<file path="src/rtl/slwc_pkg.sv">
// Shared definitions for the sorted table with cursor: request codes, status codes,
// order modes and the command/status structs between the controller and the datapath.
// No dependencies.
`default_nettype none

package slwc_pkg;

  // Fixed field widths
  localparam int CMD_W  = 3;
  localparam int STAT_W = 2;
  localparam int POS_W  = 6;
  localparam int MODE_W = 2;

  // Request codes
  localparam logic [CMD_W-1:0] CMD_INSERT = 3'd0;
  localparam logic [CMD_W-1:0] CMD_GET    = 3'd1;
  localparam logic [CMD_W-1:0] CMD_NEXT   = 3'd2;
  localparam logic [CMD_W-1:0] CMD_REMOVE = 3'd3;
  localparam logic [CMD_W-1:0] CMD_HEAD   = 3'd4;
  localparam logic [CMD_W-1:0] CMD_FIND   = 3'd5;
  localparam logic [CMD_W-1:0] CMD_CLEAR  = 3'd6;

  // Status codes
  localparam logic [STAT_W-1:0] ST_OK   = 2'd0;
  localparam logic [STAT_W-1:0] ST_END  = 2'd1;
  localparam logic [STAT_W-1:0] ST_FULL = 2'd2;

  // Order modes (any other code orders ascending, new entry before equals)
  localparam logic [MODE_W-1:0] MODE_ASC_AFTER = 2'd1;
  localparam logic [MODE_W-1:0] MODE_DESC      = 2'd2;

  // Address counter update
  typedef enum logic [2:0] {
    A_HOLD,
    A_INC,
    A_DEC,
    A_ZERO,
    A_CURSOR,
    A_CURSOR_INC,
    A_FILL_DEC
  } addr_op_t;

  // Table write select
  typedef enum logic [1:0] {
    W_NONE,
    W_UP,     // entry at address moves one place up
    W_DOWN,   // entry at address moves one place down
    W_NEW     // new entry at insert point
  } wr_op_t;

  typedef enum logic [1:0] {
    F_HOLD,
    F_INC,
    F_DEC,
    F_CLEAR
  } fill_op_t;

  typedef enum logic [2:0] {
    C_HOLD,
    C_INC,
    C_ZERO,
    C_ADDR,
    C_IPOS_INC
  } cur_op_t;

  // Controller to datapath
  typedef struct packed {
    logic              load;
    addr_op_t          addr_op;
    wr_op_t            wr_op;
    fill_op_t          fill_op;
    cur_op_t           cur_op;
    logic              mark_ipos;
    logic              take_read;
    logic              set_found;
    logic              set_status;
    logic [STAT_W-1:0] status;
  } dp_cmd_t;

  // Datapath to controller
  typedef struct packed {
    logic at_fill;    // address counter equals fill count
    logic at_ipos;    // address counter equals insert point
    logic go_after;   // new key passes over the entry read
    logic tag_hit;    // entry read carries the requested tag
    logic full;       // table holds DEPTH entries
    logic cur_end;    // cursor past the last entry
  } dp_stat_t;

endpackage

`default_nettype wire

</file>
<file path="src/rtl/slwc_dp.sv">
// Datapath of the sorted table: entry memory with registered read, address counter,
// fill count, cursor, order mode register and result registers.
// Depends on slwc_pkg.
`default_nettype none

module slwc_dp #(
  parameter int DEPTH    = 32,
  parameter int KEY_BITS = 32,
  parameter int TAG_BITS = 16
) (
  input  logic                          clk,
  input  logic                          rst_n,
  input  logic                          cfg_we,
  input  logic [slwc_pkg::MODE_W-1:0]   cfg_mode,
  input  logic [KEY_BITS-1:0]           in_key,
  input  logic [TAG_BITS-1:0]           in_tag,
  input  slwc_pkg::dp_cmd_t             cmd,
  output slwc_pkg::dp_stat_t            stat,
  output logic [KEY_BITS-1:0]           res_key,
  output logic [TAG_BITS-1:0]           res_tag,
  output logic [slwc_pkg::STAT_W-1:0]   res_status,
  output logic                          res_found,
  output logic [$clog2(DEPTH+1)-1:0]    res_pos,
  output logic [$clog2(DEPTH+1)-1:0]    fill
);

  import slwc_pkg::*;

  localparam int CW     = $clog2(DEPTH + 1);
  localparam int AW     = $clog2(DEPTH);
  localparam int WORD_W = KEY_BITS + TAG_BITS;

  logic [WORD_W-1:0]   mem_r [DEPTH];
  logic [WORD_W-1:0]   rd_data_r;
  logic [CW-1:0]       addr_r, addr_nxt;
  logic [CW-1:0]       fill_r, cursor_r, ipos_r, pos_r;
  logic [MODE_W-1:0]   mode_r;
  logic [KEY_BITS-1:0] key_r, rkey_r;
  logic [TAG_BITS-1:0] tag_r, rtag_r;
  logic [STAT_W-1:0]   status_r;
  logic                found_r;
  logic                wr_en;
  logic [CW-1:0]       wr_addr;
  logic [WORD_W-1:0]   wr_data;
  logic [KEY_BITS-1:0] old_key;
  logic [TAG_BITS-1:0] old_tag;
  logic                go_after;

  assign old_key = rd_data_r[WORD_W-1:TAG_BITS];
  assign old_tag = rd_data_r[TAG_BITS-1:0];

  // Address counter; the memory reads the next address so rd_data_r tracks addr_r
  always_comb begin
    case (cmd.addr_op)
      A_HOLD:       addr_nxt = addr_r;
      A_INC:        addr_nxt = addr_r + CW'(1);
      A_DEC:        addr_nxt = addr_r - CW'(1);
      A_ZERO:       addr_nxt = '0;
      A_CURSOR:     addr_nxt = cursor_r;
      A_CURSOR_INC: addr_nxt = cursor_r + CW'(1);
      A_FILL_DEC:   addr_nxt = fill_r - CW'(1);
      default:      addr_nxt = addr_r;
    endcase
  end

  // Write port select
  always_comb begin
    wr_en   = 1'b1;
    wr_addr = ipos_r;
    wr_data = rd_data_r;
    case (cmd.wr_op)
      W_NONE: wr_en   = 1'b0;
      W_UP:   wr_addr = addr_r + CW'(1);
      W_DOWN: wr_addr = addr_r - CW'(1);
      W_NEW:  wr_data = {key_r, tag_r};
      default: wr_en  = 1'b0;
    endcase
  end

  // Entry memory
  always_ff @(posedge clk) begin
    if (wr_en) begin
      mem_r[wr_addr[AW-1:0]] <= wr_data;
    end
    rd_data_r <= mem_r[addr_nxt[AW-1:0]];
  end

  // Control registers
  always_ff @(posedge clk) begin
    if (!rst_n) begin
      addr_r   <= '0;
      fill_r   <= '0;
      cursor_r <= '0;
      mode_r   <= '0;
    end else begin
      addr_r <= addr_nxt;
      if (cfg_we) begin
        mode_r <= cfg_mode;
      end
      case (cmd.fill_op)
        F_HOLD:  fill_r <= fill_r;
        F_INC:   fill_r <= fill_r + CW'(1);
        F_DEC:   fill_r <= fill_r - CW'(1);
        F_CLEAR: fill_r <= '0;
        default: fill_r <= fill_r;
      endcase
      case (cmd.cur_op)
        C_HOLD:     cursor_r <= cursor_r;
        C_INC:      cursor_r <= cursor_r + CW'(1);
        C_ZERO:     cursor_r <= '0;
        C_ADDR:     cursor_r <= addr_r;
        C_IPOS_INC: cursor_r <= ipos_r + CW'(1);
        default:    cursor_r <= cursor_r;
      endcase
    end
  end

  // Request operands and result registers; later statements override the clear on load
  always_ff @(posedge clk) begin
    if (cmd.load) begin
      key_r    <= in_key;
      tag_r    <= in_tag;
      status_r <= ST_OK;
      found_r  <= 1'b0;
      pos_r    <= '0;
      rkey_r   <= '0;
      rtag_r   <= '0;
    end
    if (cmd.set_status) begin
      status_r <= cmd.status;
    end
    if (cmd.take_read) begin
      rkey_r <= old_key;
      rtag_r <= old_tag;
    end
    if (cmd.set_found) begin
      found_r <= 1'b1;
      pos_r   <= addr_r + CW'(1);
    end
    if (cmd.mark_ipos) begin
      ipos_r <= addr_r;
    end
  end

  // Order compare against the entry read
  always_comb begin
    case (mode_r)
      MODE_ASC_AFTER: go_after = key_r >= old_key;
      MODE_DESC:      go_after = key_r < old_key;
      default:        go_after = key_r > old_key;
    endcase
  end

  assign stat.go_after = go_after;
  assign stat.at_fill  = (addr_r == fill_r);
  assign stat.at_ipos  = (addr_r == ipos_r);
  assign stat.tag_hit  = (old_tag == tag_r);
  assign stat.full     = (fill_r == CW'(DEPTH));
  assign stat.cur_end  = (cursor_r >= fill_r);

  assign res_key    = rkey_r;
  assign res_tag    = rtag_r;
  assign res_status = status_r;
  assign res_found  = found_r;
  assign res_pos    = pos_r;
  assign fill       = fill_r;

endmodule

`default_nettype wire

</file>
<file path="src/rtl/slwc_ctrl.sv">
// Controller of the sorted table: sequences scans and shifts over the entry memory
// and drives the datapath by command struct. Depends on slwc_pkg.
`default_nettype none

module slwc_ctrl (
  input  logic                        clk,
  input  logic                        rst_n,
  input  logic                        in_valid,
  input  logic [slwc_pkg::CMD_W-1:0]  in_cmd,
  output logic                        in_ready,
  input  logic                        out_free,
  output logic                        out_load,
  output slwc_pkg::dp_cmd_t           cmd,
  input  slwc_pkg::dp_stat_t          stat
);

  import slwc_pkg::*;

  typedef enum logic [2:0] {
    S_IDLE,
    S_SCAN_INS,
    S_SHIFT_UP,
    S_INS_WR,
    S_FIND,
    S_SHIFT_DN,
    S_GET,
    S_DONE
  } state_t;

  state_t state_r, state_nxt;

  always_comb begin
    state_nxt = state_r;
    cmd       = '0;
    in_ready  = 1'b0;
    out_load  = 1'b0;
    case (state_r)
      // Take a request and start its work
      S_IDLE: begin
        in_ready = 1'b1;
        if (in_valid) begin
          cmd.load  = 1'b1;
          state_nxt = S_DONE;
          case (in_cmd)
            CMD_INSERT: begin
              if (stat.full) begin
                cmd.set_status = 1'b1;
                cmd.status     = ST_FULL;
              end else begin
                cmd.addr_op = A_ZERO;
                state_nxt   = S_SCAN_INS;
              end
            end
            CMD_GET: begin
              if (stat.cur_end) begin
                cmd.set_status = 1'b1;
                cmd.status     = ST_END;
              end else begin
                cmd.addr_op = A_CURSOR;
                state_nxt   = S_GET;
              end
            end
            CMD_NEXT: begin
              if (stat.cur_end) begin
                cmd.set_status = 1'b1;
                cmd.status     = ST_END;
              end else begin
                cmd.cur_op = C_INC;
              end
            end
            CMD_REMOVE: begin
              if (stat.cur_end) begin
                cmd.set_status = 1'b1;
                cmd.status     = ST_END;
              end else begin
                cmd.addr_op = A_CURSOR_INC;
                state_nxt   = S_SHIFT_DN;
              end
            end
            CMD_HEAD: begin
              cmd.cur_op = C_ZERO;
            end
            CMD_FIND: begin
              cmd.addr_op = A_ZERO;
              state_nxt   = S_FIND;
            end
            CMD_CLEAR: begin
              cmd.fill_op = F_CLEAR;
              cmd.cur_op  = C_ZERO;
            end
            default: begin
              state_nxt = S_DONE;
            end
          endcase
        end
      end
      // Walk up to the first entry the new key does not pass
      S_SCAN_INS: begin
        if (stat.at_fill || !stat.go_after) begin
          cmd.mark_ipos = 1'b1;
          if (stat.at_fill) begin
            state_nxt = S_INS_WR;
          end else begin
            cmd.addr_op = A_FILL_DEC;
            state_nxt   = S_SHIFT_UP;
          end
        end else begin
          cmd.addr_op = A_INC;
        end
      end
      // Move entries up one place, from the top down to the insert point
      S_SHIFT_UP: begin
        cmd.wr_op = W_UP;
        if (stat.at_ipos) begin
          state_nxt = S_INS_WR;
        end else begin
          cmd.addr_op = A_DEC;
        end
      end
      S_INS_WR: begin
        cmd.wr_op   = W_NEW;
        cmd.fill_op = F_INC;
        cmd.cur_op  = C_IPOS_INC;
        state_nxt   = S_DONE;
      end
      // Tag search
      S_FIND: begin
        if (stat.at_fill) begin
          cmd.set_status = 1'b1;
          cmd.status     = ST_END;
          cmd.cur_op     = C_ADDR;
          state_nxt      = S_DONE;
        end else if (stat.tag_hit) begin
          cmd.take_read = 1'b1;
          cmd.set_found = 1'b1;
          cmd.cur_op    = C_ADDR;
          state_nxt     = S_DONE;
        end else begin
          cmd.addr_op = A_INC;
        end
      end
      // Move entries above the cursor down one place
      S_SHIFT_DN: begin
        if (stat.at_fill) begin
          cmd.fill_op = F_DEC;
          state_nxt   = S_DONE;
        end else begin
          cmd.wr_op   = W_DOWN;
          cmd.addr_op = A_INC;
        end
      end
      S_GET: begin
        cmd.take_read = 1'b1;
        state_nxt     = S_DONE;
      end
      // Hand the result to the output register once it is free
      S_DONE: begin
        if (out_free) begin
          out_load  = 1'b1;
          state_nxt = S_IDLE;
        end
      end
      default: begin
        state_nxt = S_IDLE;
      end
    endcase
  end

  always_ff @(posedge clk) begin
    if (!rst_n) begin
      state_r <= S_IDLE;
    end else begin
      state_r <= state_nxt;
    end
  end

endmodule

`default_nettype wire

</file>
<file path="src/rtl/sorted_list_with_cursor.sv">
// Sorted table with cursor, one request at a time. Insert and find run a memory scan,
// one entry per cycle, then for insert a shift pass; remove runs a shift pass.
// Synchronous active-low reset clears fill count, cursor, order mode, controller
// and output valid; the entry memory is not cleared (only filled entries are read).
`default_nettype none

module sorted_list_with_cursor #(
  parameter int DEPTH    = 32,
  parameter int KEY_BITS = 32,
  parameter int TAG_BITS = 16
) (
  input  logic                                           clk,
  input  logic                                           rst_n,
  // Request channel
  input  logic                                           in_tvalid,
  output logic                                           in_tready,
  // tdata: entry_key, entry_tag (lowest bits first), zero padded to bytes
  input  logic [((KEY_BITS+TAG_BITS+7)/8)*8-1:0]         in_tdata,
  // tuser: command
  input  logic [slwc_pkg::CMD_W-1:0]                     in_tuser,
  // Result channel
  output logic                                           out_tvalid,
  input  logic                                           out_tready,
  // tdata: read_key, read_tag, status, found, position, is_empty, entry_count
  output logic [((KEY_BITS+TAG_BITS+16+7)/8)*8-1:0]      out_tdata,
  // Order mode write channel
  input  logic                                           cfg_valid,
  output logic                                           cfg_ready,
  input  logic [slwc_pkg::MODE_W-1:0]                    cfg_data
);

  import slwc_pkg::*;

  localparam int CW       = $clog2(DEPTH + 1);
  localparam int OUT_W    = KEY_BITS + TAG_BITS + STAT_W + 1 + POS_W + 1 + POS_W;
  localparam int OUT_PD_W = ((KEY_BITS + TAG_BITS + 16 + 7) / 8) * 8;

  dp_cmd_t             cmd;
  dp_stat_t            stat;
  logic                out_free, out_load;
  logic [KEY_BITS-1:0] res_key;
  logic [TAG_BITS-1:0] res_tag;
  logic [STAT_W-1:0]   res_status;
  logic                res_found;
  logic [CW-1:0]       res_pos, fill;
  logic [OUT_W-1:0]    res_word;
  logic                out_tvalid_r;
  logic [OUT_PD_W-1:0] out_tdata_r;

  assign cfg_ready = 1'b1;
  assign out_free  = !out_tvalid_r || out_tready;

  slwc_ctrl u_ctrl (
    .clk      (clk),
    .rst_n    (rst_n),
    .in_valid (in_tvalid),
    .in_cmd   (in_tuser),
    .in_ready (in_tready),
    .out_free (out_free),
    .out_load (out_load),
    .cmd      (cmd),
    .stat     (stat)
  );

  slwc_dp #(
    .DEPTH    (DEPTH),
    .KEY_BITS (KEY_BITS),
    .TAG_BITS (TAG_BITS)
  ) u_dp (
    .clk        (clk),
    .rst_n      (rst_n),
    .cfg_we     (cfg_valid),
    .cfg_mode   (cfg_data),
    .in_key     (in_tdata[KEY_BITS-1:0]),
    .in_tag     (in_tdata[KEY_BITS+TAG_BITS-1:KEY_BITS]),
    .cmd        (cmd),
    .stat       (stat),
    .res_key    (res_key),
    .res_tag    (res_tag),
    .res_status (res_status),
    .res_found  (res_found),
    .res_pos    (res_pos),
    .fill       (fill)
  );

  // Pack result fields, lowest first
  assign res_word = {POS_W'(fill), (fill == '0), POS_W'(res_pos), res_found,
                     res_status, res_tag, res_key};

  // Output register
  always_ff @(posedge clk) begin
    if (!rst_n) begin
      out_tvalid_r <= 1'b0;
    end else if (out_load) begin
      out_tvalid_r <= 1'b1;
    end else if (out_tready) begin
      out_tvalid_r <= 1'b0;
    end
  end

  always_ff @(posedge clk) begin
    if (out_load) begin
      out_tdata_r <= OUT_PD_W'(res_word);
    end
  end

  assign out_tvalid = out_tvalid_r;
  assign out_tdata  = out_tdata_r;

`ifndef SYNTHESIS
  // A result is never written over one still waiting
  a_no_overwrite: assert property (@(posedge clk) disable iff (!rst_n)
    out_load |-> (!out_tvalid_r || out_tready))
    else $error("result register overwritten while pending");

  // Every request keeps the block busy, so no request is taken in the cycle after an accept
  a_busy_after_accept: assert property (@(posedge clk) disable iff (!rst_n)
    (in_tvalid && in_tready) |=> !in_tready)
    else $error("request taken twice in a row");

  // A find hit lies inside the table
  a_found_in_range: assert property (@(posedge clk) disable iff (!rst_n)
    (out_load && res_found) |-> (res_pos != '0 && res_pos <= fill))
    else $error("find position outside the table");

  // Fill count never exceeds the capacity
  a_fill_bound: assert property (@(posedge clk) disable iff (!rst_n)
    out_load |-> (fill <= CW'(DEPTH)))
    else $error("fill count above capacity");
`endif

endmodule

`default_nettype wire

</file>
<file path="config.mk">
export PLATFORM = sky130hd
export DESIGN_NAME = sorted_list_with_cursor
export DESIGN_NICKNAME = d
export VERILOG_FILES = /design/src/rtl/slwc_pkg.sv /design/src/rtl/slwc_dp.sv /design/src/rtl/slwc_ctrl.sv /design/src/rtl/sorted_list_with_cursor.sv
export SDC_FILE = /design/constraint.sdc
export NUM_CORES = 2
export LEC_CHECK = 0
export ABC_CLOCK_PERIOD_IN_PS = 6400
export BUFFER_PORTS_ARGS = -buffer_cell sky130_fd_sc_hd__buf_2
export CAP_MARGIN = 10
export CORE_MARGIN = 5
export CORE_UTILIZATION = 62
export DETAILED_ROUTE_END_ITERATION = 7
export PLACE_DENSITY = 0.76
export SYNTH_ARGS = -nofsm -noshare
export SYNTH_HDL_FRONTEND = slang
export SYNTH_SLANG_ARGS = --single-unit
</file>
<file path="constraint.sdc">
create_clock -name clk -period 6.4 [get_ports clk]
set_input_delay 0 -clock clk [delete_from_list [all_inputs] [get_ports clk]]
set_output_delay 0 -clock clk [all_outputs]
set_load 0.1 [all_outputs]
</file>
==> run metrics <==
total clock buffers created by CTS 172; count of final max-slew check failures 0; Sinks on Clock Net 1,783; standard-cell rows 123; max-cap check violation count 0; cell depth of the worst flop-to-flop path 16; Via Count 41,400; Yosys warnings 0; clock tree from TritonCTS built; total detailed-routing wirelength 186,000 µm; initial drt markers 6,102; Setup Crit Path Kind register to register; global-route wire length before repair 268,000 µm; routability congestion estimate 0.861; Setup WS post-layout 0.370 ns; pin count of the biggest net entering global routing 95; setup skew after layout 0.0228 ns; R2R setup slack 0.37 ns; floorplan core area 0.112 mm²; Overall Global Routing Usage 30.6%; Horiz. Die Dim 345 µm; die footprint 0.119 mm²; post-detailed-route count of antenna-violating nets 0; element type at the critical path end register; total negative setup slack 0 ns; htree depth 4; number of buffers inserted to repair setup after CTS 0; Detailed Place HPWL 102,000 µm; Filler Cells Inserted 6,784; max_slew headroom 23.2%; Endpoint, Worst Hold u_dp.key_r[24]; setup slack after placement 0.288 ns; cell at the root of the clock tree sky130_fd_sc_hd__clkbuf_16; clock insertion delay at the later pin of the skew report 0.77 ns; number of nets in the layout 4,773; sequential cell area 0.0528 mm²; Final Setup Violations 0; Period minus WS final 6.03 ns; run status finished clean; clock transition time at the flip-flop clock pins of the worst setup and hold paths 0.06 ns; number of placed I/O pins 125; maximum frequency from static timing analysis 0.166 GHz; Unique masters post-synth 74; Arrival @ worst endpoint 6.64 ns; remaining global-route overflow 0; number of hold violations in the final report 0; total iterations of the first detailed-routing run 8; capturing point of the worst reg2reg path u_dp.rd_data_r[25]; die outline height 345 µm; mean post-synth cell area 16.1 µm²; Netlist Area Pre-Place 0.0696 mm²; number of global-route vias before repair 40,600; clock buffer depth 3; Worst Hold Depth 2; vias per cell 6.56; transition time at the pin with the least slew margin 1.15 ns; number of storage elements in the synthesis netlist 1,783; Synth async-reset ratio 0%; # port buffers 123; Seq/Total Area, Yosys 75.9%; number of flops mapped to enable cells by yosys 1,710; area growth from synthesis to final layout 14.7%; portion of the clock cycle consumed by the worst path in the final layout 94.2%; Worst R2R Start u_dp.rd_data_r[39]; unrepaired setup endpoints after global routing no; number of antenna violations at the first check in global routing 8; Critical Path Start Type register; Wirelength per Cell 29.4 µm; initial core utilization 62.1%; share of layout cells above drive strength 1 13.0%; worst min-delay path startpoint in_tdata[24]; number of instances in the synthesized netlist 4,317; residual DRC count 0; area used by multi-input combinational logic 0.0157 mm²; largest fanout on the critical path 28; HP Class primary input to register; hold_ws 0.0398 ns; main flop type after synthesis sky130_fd_sc_hd__edfxtp_1; number of nets produced by synthesis 4,426; required time of the worst setup path 7.01 ns
sequential cells by signal, summed over array words and instances (netlist names), 16 cells and up:
signal / cells
u_dp.res_tag: 16
out_tdata: 64
u_dp.rd_data_r: 48
u_dp.key_r: 32
u_dp.res_key: 32
u_dp.tag_r: 16
u_dp.mem_r: 1536
critical path, cell delays in order, from the launching register on:
cell	delay, ns
sky130_fd_sc_hd__dfxtp_1	0.36
sky130_fd_sc_hd__inv_1	0.10
sky130_fd_sc_hd__ha_1	0.33
sky130_fd_sc_hd__a21oi_1	0.15
sky130_fd_sc_hd__o21ai_0	0.24
sky130_fd_sc_hd__a22oi_1	0.94
sky130_fd_sc_hd__nand2_1	0.20
sky130_fd_sc_hd__o21a_1	0.29
sky130_fd_sc_hd__nor3_1	0.48
sky130_fd_sc_hd__a221oi_1	0.25
sky130_fd_sc_hd__a2bb2oi_4	0.76
sky130_fd_sc_hd__buf_12	0.33
sky130_fd_sc_hd__buf_12	0.25
sky130_fd_sc_hd__mux2i_1	0.21
sky130_fd_sc_hd__o22ai_1	0.09
sky130_fd_sc_hd__nor4_1	0.70
sky130_fd_sc_hd__nand3_1	0.16
cell type report:
cell class,count,area share [%]
tap,1500,2.35
sequential,1783,66.2
clock buffer,252,6.03
inverter,56,0.263
clock inverter,70,0.948
antenna,3,0.00940
timing repair buffer,411,4.56
multi-input combinational,2240,19.7
cells by family after synthesis:
logic type	count (synthesis)	share of synthesized area, %
fa+ha+maj	51	0.917
simple gates	958	6.05
compound gates	581	5.77
buf+inv	294	2.11
xor+xnor	51	0.642
other cells	1	0.00539
mux	598	8.63
flops	1783	75.9
Yosys cell counts (3+ instances only):
cell                        instances  share of area, %
sky130_fd_sc_hd__o21ai_0           92              0.66
sky130_fd_sc_hd__and2_1            15              0.13
sky130_fd_sc_hd__buf_6             14              0.23
sky130_fd_sc_hd__mux2i_1          581               8.4
sky130_fd_sc_hd__a22oi_1            5             0.054
sky130_fd_sc_hd__o22ai_1          195               1.8
sky130_fd_sc_hd__nor3b_1            3             0.032
sky130_fd_sc_hd__a31oi_1            3             0.027
sky130_fd_sc_hd__buf_2            113              0.81
sky130_fd_sc_hd__nor2_1           341               1.8
sky130_fd_sc_hd__dfxtp_1           73               2.1
sky130_fd_sc_hd__and3_1             5             0.045
sky130_fd_sc_hd__a221oi_1         104               1.3
sky130_fd_sc_hd__nor2b_1           35              0.31
sky130_fd_sc_hd__mux2_2            17              0.28
sky130_fd_sc_hd__nor3_1            14              0.10
sky130_fd_sc_hd__a21boi_0           3             0.032
sky130_fd_sc_hd__ha_1              51              0.92
sky130_fd_sc_hd__inv_1             56              0.30
sky130_fd_sc_hd__xor2_1            33              0.42
sky130_fd_sc_hd__o21ai_1            3             0.022
sky130_fd_sc_hd__nor4_1            57              0.51
sky130_fd_sc_hd__xnor2_1           18              0.23
sky130_fd_sc_hd__buf_4             32              0.35
sky130_fd_sc_hd__a222oi_1           4             0.058
sky130_fd_sc_hd__nand2_1          330               1.8
sky130_fd_sc_hd__nand2b_1           6             0.054
sky130_fd_sc_hd__a2bb2oi_1          3             0.038
sky130_fd_sc_hd__o21a_1             7             0.076
sky130_fd_sc_hd__clkbuf_1          68              0.37
sky130_fd_sc_hd__a21oi_1           28              0.20
sky130_fd_sc_hd__o211ai_1         102               1.1
sky130_fd_sc_hd__edfxtp_1        1710                74
sky130_fd_sc_hd__nand4_1           16              0.14
sky130_fd_sc_hd__buf_1             11             0.059
sky130_fd_sc_hd__nand3_1          116              0.83
sky130_fd_sc_hd__o211a_1            5             0.072
metal layers:
metal | vias up | global-route usage (%) | wire length (µm)
met5 | - | 0 | 21
met4 | 4 | 11.8 | 7380
met3 | 480 | 6.72 | 23000
met2 | 2917 | 48.6 | 87500
met1 | 20600 | 42.2 | 68100
li1 | 17500 | - | -
metrics by stage:
step	instance area (µm²)	instances	util, %
floorplan	69600	4317	-
global placement	73100	5878	65.3
finish	79800	6315	71.2
detailed placement	73100	5878	65.3
CTS	79800	6311	71.2
global route	79800	6312	71.2
timing repair:
action / CTS / global route
hold buffers: 111 / 0
hold endpoints to repair: 113 / 0
gates resized for setup: 0 / 1
endpoints found under the setup margin: 0 / 3
cell usage in the layout (no fill, tap or decap), drive strengths merged, types with 96 or more instances in the layout:
cell / Yosys / final
nor2: 342 / 342
clkbuf: 68 / 252
buf: 170 / 300
o21ai: 96 / 96
nand3: 117 / 117
nand2: 330 / 330
dlygate4sd3: 0 / 111
o22ai: 195 / 195
o211ai: 102 / 102
mux2i: 581 / 581
a221oi: 104 / 104
edfxtp: 1710 / 1710
worst max path at each step:
stage / from / depth (start not counted) / to
5_1_grt: u_dp.rd_data_r[39] / 16 / u_dp.rd_data_r[25]
3_5_place_dp: u_dp.rd_data_r[35] / 16 / u_dp.rd_data_r[25]
4_1_cts: u_dp.rd_data_r[35] / 16 / u_dp.rd_data_r[25]
2_1_floorplan: u_ctrl.state_r[2] / 14 / u_dp.rd_data_r[38]
6_report: u_dp.rd_data_r[39] / 16 / u_dp.rd_data_r[25]
3_3_place_gp: u_dp.rd_data_r[35] / 16 / u_dp.rd_data_r[25]
Power is left out: the tool's default activity adds up to more than one toggle a clock period on the data nets, which glitch-free logic cannot reach.
